File: config.mk
export PLATFORM = sky130hd
export DESIGN_NAME = reorder_receive_window_unit
export DESIGN_NICKNAME = d
export VERILOG_FILES = /design/src/sv/rrw_pkg.sv /design/src/sv/rrw_front.sv /design/src/sv/rrw_queue.sv /design/src/sv/rrw_back.sv /design/src/sv/reorder_receive_window_unit.sv
export SDC_FILE = /design/constraint.sdc
export NUM_CORES = 1
export LEC_CHECK = 0
export BUFFER_PORTS_ARGS = -buffer_cell sky130_fd_sc_hd__buf_2
export CORE_ASPECT_RATIO = 1.2
export CORE_UTILIZATION = 34
export DETAILED_ROUTE_END_ITERATION = 16
export GPL_ROUTABILITY_DRIVEN = 1
export PLACE_DENSITY = 0.46
export SLEW_MARGIN = 10
export SYNTH_ARGS = -nofsm -noshare
export SYNTH_HDL_FRONTEND = slang
export SYNTH_SLANG_ARGS = --single-unit
File: constraint.sdc
create_clock -name clk -period 5.52 [get_ports clk]
set_input_delay 0.828 -clock clk [delete_from_list [all_inputs] [get_ports clk]]
set_output_delay 0.828 -clock clk [all_outputs]
set_load 0.1 [all_outputs]
File: src/sv/rrw_pkg.sv
// Package: beat types, queue entry type and result codes for the reorder receive window.
`default_nettype none
package rrw_pkg;

  // Sequence counter holds 0..8.
  localparam int EXP_W = 4;

  // Dispatch queue between front and back.
  localparam int Q_DEPTH = 2;
  localparam int Q_AW    = 1;
  localparam int Q_CW    = 2;

  // Result kind codes.
  localparam logic KIND_DELIVER = 1'b0;
  localparam logic KIND_ACK     = 1'b1;

  typedef struct packed {
    logic [2:0]  frame_seq;
    logic [31:0] frame_payload;
  } in_beat_t;

  typedef struct packed {
    logic             out_kind;
    logic [31:0]      out_payload;
    logic [EXP_W-1:0] ack_number;
    logic             last_of_run;
  } out_beat_t;

  typedef struct packed {
    logic        in_win;
    logic [2:0]  frame_seq;
    logic [31:0] frame_payload;
  } q_entry_t;

endpackage
`default_nettype wire

File: src/sv/rrw_front.sv
// Front stage: accepts frames, tags in-window ones and hands them to the queue.
`default_nettype none
module rrw_front #(
  parameter int WINDOW_SIZE = 8
) (
  input  wire logic              clk,
  input  wire logic              rst_n,
  input  wire logic              in_valid,
  output logic                   in_stall,
  input  wire rrw_pkg::in_beat_t in_data,
  output logic                   push_valid,
  input  wire logic              push_full,
  output rrw_pkg::q_entry_t      push_entry
);

  localparam int SLOTS = (WINDOW_SIZE < 8) ? WINDOW_SIZE : 8;
  localparam logic [3:0] SLOTS4 = 4'(SLOTS);

  logic              front_valid_r, front_valid_nxt;
  rrw_pkg::q_entry_t front_entry_r;
  logic              accept;

  assign in_stall   = front_valid_r && push_full;
  assign accept     = in_valid && !in_stall;
  assign push_valid = front_valid_r;
  assign push_entry = front_entry_r;

  always_comb begin
    front_valid_nxt = front_valid_r;
    if (accept) begin
      front_valid_nxt = 1'b1;
    end else if (front_valid_r && !push_full) begin
      front_valid_nxt = 1'b0;
    end
  end

  always_ff @(posedge clk) begin
    if (!rst_n) begin
      front_valid_r <= 1'b0;
    end else begin
      front_valid_r <= front_valid_nxt;
    end
  end

  always_ff @(posedge clk) begin
    if (accept) begin
      front_entry_r.in_win        <= ({1'b0, in_data.frame_seq} < SLOTS4);
      front_entry_r.frame_seq     <= in_data.frame_seq;
      front_entry_r.frame_payload <= in_data.frame_payload;
    end
  end

endmodule
`default_nettype wire

File: src/sv/rrw_queue.sv
// Short FIFO that decouples the front stage from the delivery engine.
`default_nettype none
module rrw_queue (
  input  wire logic               clk,
  input  wire logic               rst_n,
  input  wire logic               push_valid,
  output logic                    push_full,
  input  wire rrw_pkg::q_entry_t  push_entry,
  output logic                    pop_valid,
  input  wire logic               pop,
  output rrw_pkg::q_entry_t       pop_entry
);

  rrw_pkg::q_entry_t              q_mem [rrw_pkg::Q_DEPTH];
  logic [rrw_pkg::Q_AW-1:0]       wr_ptr_r, wr_ptr_nxt;
  logic [rrw_pkg::Q_AW-1:0]       rd_ptr_r, rd_ptr_nxt;
  logic [rrw_pkg::Q_CW-1:0]       count_r, count_nxt;
  logic                           do_push, do_pop;

  assign push_full = (count_r == rrw_pkg::Q_CW'(rrw_pkg::Q_DEPTH));
  assign pop_valid = (count_r != '0);
  assign pop_entry = q_mem[rd_ptr_r];
  assign do_push   = push_valid && !push_full;
  assign do_pop    = pop && pop_valid;

  always_comb begin
    wr_ptr_nxt = do_push ? wr_ptr_r + 1'b1 : wr_ptr_r;
    rd_ptr_nxt = do_pop ? rd_ptr_r + 1'b1 : rd_ptr_r;
    count_nxt  = count_r;
    if (do_push && !do_pop) begin
      count_nxt = count_r + 1'b1;
    end else if (do_pop && !do_push) begin
      count_nxt = count_r - 1'b1;
    end
  end

  always_ff @(posedge clk) begin
    if (!rst_n) begin
      wr_ptr_r <= '0;
      rd_ptr_r <= '0;
      count_r  <= '0;
    end else begin
      wr_ptr_r <= wr_ptr_nxt;
      rd_ptr_r <= rd_ptr_nxt;
      count_r  <= count_nxt;
    end
  end

  always_ff @(posedge clk) begin
    if (do_push) begin
      q_mem[wr_ptr_r] <= push_entry;
    end
  end

endmodule
`default_nettype wire

File: src/sv/rrw_back.sv
// Delivery engine: window state, reorder store and result output register.
`default_nettype none
module rrw_back #(
  parameter int WINDOW_SIZE = 8
) (
  input  wire logic              clk,
  input  wire logic              rst_n,
  input  wire logic              q_valid,
  output logic                   q_pop,
  input  wire rrw_pkg::q_entry_t q_head,
  output logic                   out_valid,
  input  wire logic              out_stall,
  output rrw_pkg::out_beat_t     out_data
);

  localparam int SLOTS = (WINDOW_SIZE < 8) ? WINDOW_SIZE : 8;
  localparam int SIW   = $clog2(SLOTS);
  localparam logic [3:0] SLOTS4 = 4'(SLOTS);
  localparam logic [8:0] WIN9   = 9'(WINDOW_SIZE);

  typedef enum logic {ST_IDLE, ST_DRAIN} state_t;

  state_t                     state_r, state_nxt;
  logic [rrw_pkg::EXP_W-1:0]  exp_r, exp_nxt, exp_eff;
  logic [SLOTS-1:0]           present_r, present_nxt;
  logic [31:0]                slot_payload_r [SLOTS];
  logic                       out_valid_r, out_valid_nxt;
  rrw_pkg::out_beat_t         out_data_r, out_data_nxt;
  logic                       can_emit;
  logic                       wr_en;
  logic [SIW-1:0]             seq_idx, exp_idx;
  logic [3:0]                 seq_ext;

  assign can_emit  = !out_valid_r || !out_stall;
  assign out_valid = out_valid_r;
  assign out_data  = out_data_r;
  assign seq_idx   = q_head.frame_seq[SIW-1:0];
  assign exp_idx   = exp_r[SIW-1:0];
  assign seq_ext   = {1'b0, q_head.frame_seq};

  // Frame 0 with the counter at the window end restarts the window.
  always_comb begin
    exp_eff = exp_r;
    if (q_head.frame_seq == 3'd0 && {5'b0, exp_r} == WIN9) begin
      exp_eff = '0;
    end
  end

  always_comb begin
    state_nxt     = state_r;
    exp_nxt       = exp_r;
    present_nxt   = present_r;
    out_valid_nxt = out_valid_r && out_stall;
    out_data_nxt  = out_data_r;
    q_pop         = 1'b0;
    wr_en         = 1'b0;
    case (state_r)
      ST_IDLE: begin
        if (q_valid && can_emit) begin
          q_pop = 1'b1;
          // Out-of-window and old frames vanish here.
          if (q_head.in_win && !(seq_ext < exp_eff)) begin
            state_nxt = ST_DRAIN;
            if (seq_ext == exp_eff) begin
              out_valid_nxt        = 1'b1;
              out_data_nxt         = '0;
              out_data_nxt.out_kind    = rrw_pkg::KIND_DELIVER;
              out_data_nxt.out_payload = q_head.frame_payload;
              present_nxt[seq_idx] = 1'b0;
              exp_nxt              = exp_eff + 1'b1;
            end else begin
              exp_nxt = exp_eff;
              if (!present_r[seq_idx]) begin
                present_nxt[seq_idx] = 1'b1;
                wr_en                = 1'b1;
              end
            end
          end
        end
      end
      ST_DRAIN: begin
        if (can_emit) begin
          out_valid_nxt = 1'b1;
          out_data_nxt  = '0;
          if (exp_r < SLOTS4 && present_r[exp_idx]) begin
            out_data_nxt.out_kind    = rrw_pkg::KIND_DELIVER;
            out_data_nxt.out_payload = slot_payload_r[exp_idx];
            present_nxt[exp_idx]     = 1'b0;
            exp_nxt                  = exp_r + 1'b1;
          end else begin
            out_data_nxt.out_kind    = rrw_pkg::KIND_ACK;
            out_data_nxt.ack_number  = exp_r;
            out_data_nxt.last_of_run = 1'b1;
            state_nxt                = ST_IDLE;
          end
        end
      end
      default: begin
        state_nxt = ST_IDLE;
      end
    endcase
  end

  always_ff @(posedge clk) begin
    if (!rst_n) begin
      state_r     <= ST_IDLE;
      exp_r       <= '0;
      present_r   <= '0;
      out_valid_r <= 1'b0;
    end else begin
      state_r     <= state_nxt;
      exp_r       <= exp_nxt;
      present_r   <= present_nxt;
      out_valid_r <= out_valid_nxt;
    end
    out_data_r <= out_data_nxt;
  end

  always_ff @(posedge clk) begin
    if (wr_en) begin
      slot_payload_r[seq_idx] <= q_head.frame_payload;
    end
  end

endmodule
`default_nettype wire

File: src/sv/reorder_receive_window_unit.sv
// Top level of the reorder receive window: front stage, dispatch queue, delivery engine.
`default_nettype none
// Receive side of a selective-repeat link. Each input beat is one checked frame
// (3-bit sequence number, 32-bit payload descriptor). An in-order frame is
// delivered at once, followed by every buffered frame that has become in order,
// and the run closes with an ack beat (out_kind = 1, last_of_run = 1) that
// carries the new expected sequence. A newer frame is parked in its slot unless
// the slot is occupied; it still yields an ack. Old frames and frames beyond the
// window produce no beats. The delivery engine takes one frame at a time from the
// queue in its idle state, where an in-order frame puts out its own delivery. An
// in-window frame that is not old then sends the engine to its drain state,
// which puts out the buffered frames that have become in order and then the
// ack, all through the engine's single output register; no new frame is taken
// until the ack is out. A two-entry queue and a front register let up to three
// further frames be taken while the engine works. Store depth is min(WINDOW_SIZE, 8).
module reorder_receive_window_unit #(
  parameter int WINDOW_SIZE = 8
) (
  input  wire logic              clk,
  input  wire logic              rst_n,
  input  wire logic              in_valid,
  output logic                   in_stall,
  input  wire rrw_pkg::in_beat_t in_data,
  output logic                   out_valid,
  input  wire logic              out_stall,
  output rrw_pkg::out_beat_t     out_data
);

  logic              push_valid, push_full;
  rrw_pkg::q_entry_t push_entry;
  logic              q_valid, q_pop;
  rrw_pkg::q_entry_t q_head;

  // Accept and classify.
  rrw_front #(
    .WINDOW_SIZE(WINDOW_SIZE)
  ) u_front (
    .clk       (clk),
    .rst_n     (rst_n),
    .in_valid  (in_valid),
    .in_stall  (in_stall),
    .in_data   (in_data),
    .push_valid(push_valid),
    .push_full (push_full),
    .push_entry(push_entry)
  );

  // Decoupling queue.
  rrw_queue u_queue (
    .clk       (clk),
    .rst_n     (rst_n),
    .push_valid(push_valid),
    .push_full (push_full),
    .push_entry(push_entry),
    .pop_valid (q_valid),
    .pop       (q_pop),
    .pop_entry (q_head)
  );

  // Window state, store, and result beats.
  rrw_back #(
    .WINDOW_SIZE(WINDOW_SIZE)
  ) u_back (
    .clk      (clk),
    .rst_n    (rst_n),
    .q_valid  (q_valid),
    .q_pop    (q_pop),
    .q_head   (q_head),
    .out_valid(out_valid),
    .out_stall(out_stall),
    .out_data (out_data)
  );

endmodule
`default_nettype wire

==> results.json <==
{
  "start_kind": "flop",
  "vias": 7878,
  "grt_pass1_vias": 8383,
  "peakVddDrop_uv": 195.9,
  "reg2reg_slack_ns": 1.59,
  "antenna_left": 0,
  "postCtsHoldBufs": 0,
  "path_class": "reg -> reg",
  "crit_chain": "mux2i_2 -> clkinv_1 -> ha_1 -> nand2_1 -> o21ai_0 -> nand2b_1 -> nor2b_1 -> nand3b_1 -> buf_4 -> nor2_4 -> buf_12",
  "rsz0062_at_grt": "false",
  "fin_tns_setup_ns": 0,
  "die_h_um": 242.1,
  "leakagePower_nw": 6.072,
  "critPathSlowestCell": "dfxtp_2",
  "synth-seq-cells": 421,
  "required_ns": 5.77,
  "worst-path-max-fanout": 22,
  "max_cap_violations": 0,
  "cts_buffers": 44,
  "slew_violations": 0,
  "crit_path_end_kind": "flop",
  "period_share_pct": 71.12,
  "rows": 87,
  "synth_cells": 882,
  "die_w_um": 202.1,
  "hold_class": "in -> reg",
  "drtIter0Drc": 372,
  "setup_viol": 0,
  "wl_per_cell_um": 20.72,
  "post_cts_buffers": 0,
  "synthFlopType": "edfxtp_1",
  "clock_latency_ns": 0.57,
  "slowest_delay_ns": 0.67,
  "hpwl_um": 19490,
  "critPathCapture": "u_back.slot_payload_r[2][29]",
  "drc": 0,
  "clock-sinks": 421,
  "fin_worst_skew_ns": 0.01704,
  "worst_hold_slack_ns": 0.4357,
  "synth_edf_count": 398,
  "fmax_mhz": 254.7,
  "cts_max_path_buffers": 3,
  "synth_top_area_share_pct": 73.16,
  "syn2layout_area_growth_pct": 15.91,
  "track_usage_pct": 14.09,
  "ys_top_cells_by_area": "edfxtp_1 (73%), mux4_2 (9.0%), mux2_2 (4.4%), dfxtp_1 (2.8%), nand2_1 (1.7%)",
  "vias_per_cell": 4.818,
  "maxSlewHeadroom_pct": 26.20,
  "status": "finished, final reports clean",
  "drt-total-wl_um": 33880,
  "whs_path_depth": 1,
  "firstDrtPassIters": 5,
  "hold_violations": 0,
  "reg2reg_depth": 11,
  "layout.nets": 1025,
  "arrival_ns": 4.18,
  "overflow": 0,
  "power.density_mw_per_mm2": 511.6,
  "synth_cell_type_count": 51,
  "yosysSeqAreaShare_pct": 75.97,
  "synth_top_area_cell": "edfxtp_1",
  "regToRegEndpoint": "u_back.slot_payload_r[2][29]",
  "cts_tree": "built",
  "post_cts_resize_count": 0,
  "drive_gt1_share_pct": 30.63,
  "antenna_found_initial": 0,
  "io_buffers": 78,
  "worst_pin_slew_ns": 1.106,
  "htreeDepth": 2,
  "root_buffer": "clkbuf_16",
  "grt_pass1_wl_um": 51200,
  "ys_async_sr_fraction_pct": 0,
  "antenna_cells": 0,
  "die_area_mm2": 0.04893,
  "finalCriticalPeriod_ns": 3.926,
  "clk_pin_slew_ns": 0.06,
  "coreArea_mm2": 0.04724,
  "netlist_area_mm2": 0.01634,
  "synth_nets": 926,
  "ios": 79,
  "yosys_warnings": 0,
  "synth_area_per_cell_um2": 18.52,
  "grt_max_degree": 55,
  "gp_congestion": 0.7770,
  "start_util_pct": 34.58
}
==> synth_stat cells (8+ instances only) <==
cell / instances
a21oi_1: 38
a221oi_1: 8
and2_1: 8
buf_2: 10
clkbuf_1: 31
dfxtp_1: 23
edfxtp_1: 398
inv_1: 14
mux2_2: 64
mux2i_1: 10
mux4_2: 65
nand2_1: 75
nor2_1: 51
o21ai_0: 12
o31ai_1: 8
==> worst max-delay path: cells and delay by family (launching register included) <==
| kind | cells | cell delay, ns |
|---|---|---|
| AO/OA/AOI/OAI | 1 | 0.20 |
| adder cells (fa/ha/maj) | 1 | 0.42 |
| buffers and inverters | 3 | 0.79 |
| flip-flops | 1 | 0.67 |
| multiplexers | 1 | 0.51 |
| AND/OR/NAND/NOR | 5 | 0.99 |
==> routing by layer <==
layer  share of wire [%]  global-route usage (%)  wire length (um)  vias up
met2                  51                   24.29             17240      129
li1                    -                       -                 -     3667
met5                   0                       0                 0        -
met1                  43                   17.55             14610     4025
met3                 3.1                   2.341              1064       57
met4                 2.9                   5.750               970        0
==> worst min-delay path by stage <==
stage / end / slack (ns) / startpoint
after floorplan: u_queue.q_mem[0][0] / 0.42 / u_front.push_entry[0]
after global placement: u_queue.q_mem[0][0] / 0.42 / u_front.push_entry[0]
after detailed placement: u_queue.q_mem[1][20] / 0.43 / u_front.push_entry[20]
after CTS: u_front.push_entry[1] / 0.40 / in_data[1]
after global routing: u_front.push_entry[5] / 0.41 / in_data[5]
final: u_front.push_entry[11] / 0.44 / in_data[11]
==> area by class of cell <==
class                           count  area (um2)
Fill cell                        4347       28310
Clock inverter                     28       196.4
Sequential cell                   421       12420
Inverter                           15       56.30
Tap cell                          623       779.5
Clock buffer                       49        1141
Timing Repair Buffer               99       573.1
Multi-Input combinational cell    400        3767
==> where the power goes <==
part / total (mW) / leakage [nW] / switching (mW) / internal [mW]
Sequential: 4.30 / 3.82 / 0.240 / 4.06
Combinational: 2.59 / 1.59 / 1.85 / 0.741
Clock: 2.80 / 0.656 / 1.19 / 1.61
Total: 9.69 / 6.07 / 3.27 / 6.41
==> state kept, by name (all words and copies together) (netlist names), named ones only <==
signal                 cells
u_back.slot_payload_r    256
u_queue.q_mem             70
u_back.out_data           37
u_front.push_entry        35
u_back.exp_r               4
u_queue.count_r            2
u_back.out_valid           1
u_back.state_r             1
u_front.push_valid         1
u_queue.rd_ptr_r           1
u_queue.wr_ptr_r           1
==> layout by cell type, fill, tap and decap left out, drive strengths merged, types with 6 or more instances in the layout <==
master,instances
a21oi,38
a221oi,9
and2,8
and3,7
buf,99
clkbuf,49
clkinv,25
dfxtp,23
edfxtp,398
inv,14
mux2,64
mux2i,11
mux4,65
nand2,75
nand2b,6
nand3,6
nor2,51
o21ai,13
o31ai,8
==> through the flow <==
step / area (um2) / utilization (%) / cells / power, mW / worst slack (ns)
after floorplan: 16340 / - / 882 / 6.332 / 0.4915
after global placement: 17600 / 37.25 / 1558 / 7.006 / 1.682
after detailed placement: 17600 / 37.25 / 1558 / 7.018 / 1.490
after CTS: 18940 / 40.08 / 1635 / 9.856 / 1.511
after global routing: 18940 / 40.08 / 1635 / 10.14 / 1.227
final: 18940 / 40.08 / 1635 / 9.687 / 1.594
==> cell families (layout without fill, tap and decap cells) <==
family / Yosys count / in the layout / synth area share [%]
flops: 421 / 421 / 75.97
simple gates: 169 / 169 / 4.565
mux: 140 / 140 / 14.07
buf+inv: 61 / 191 / 1.570
xor+xnor: 3 / 3 / 0.1609
fa+ha+maj: 5 / 5 / 0.3829
compound gates: 83 / 83 / 3.278
Power figures use the tool's default switching activity.
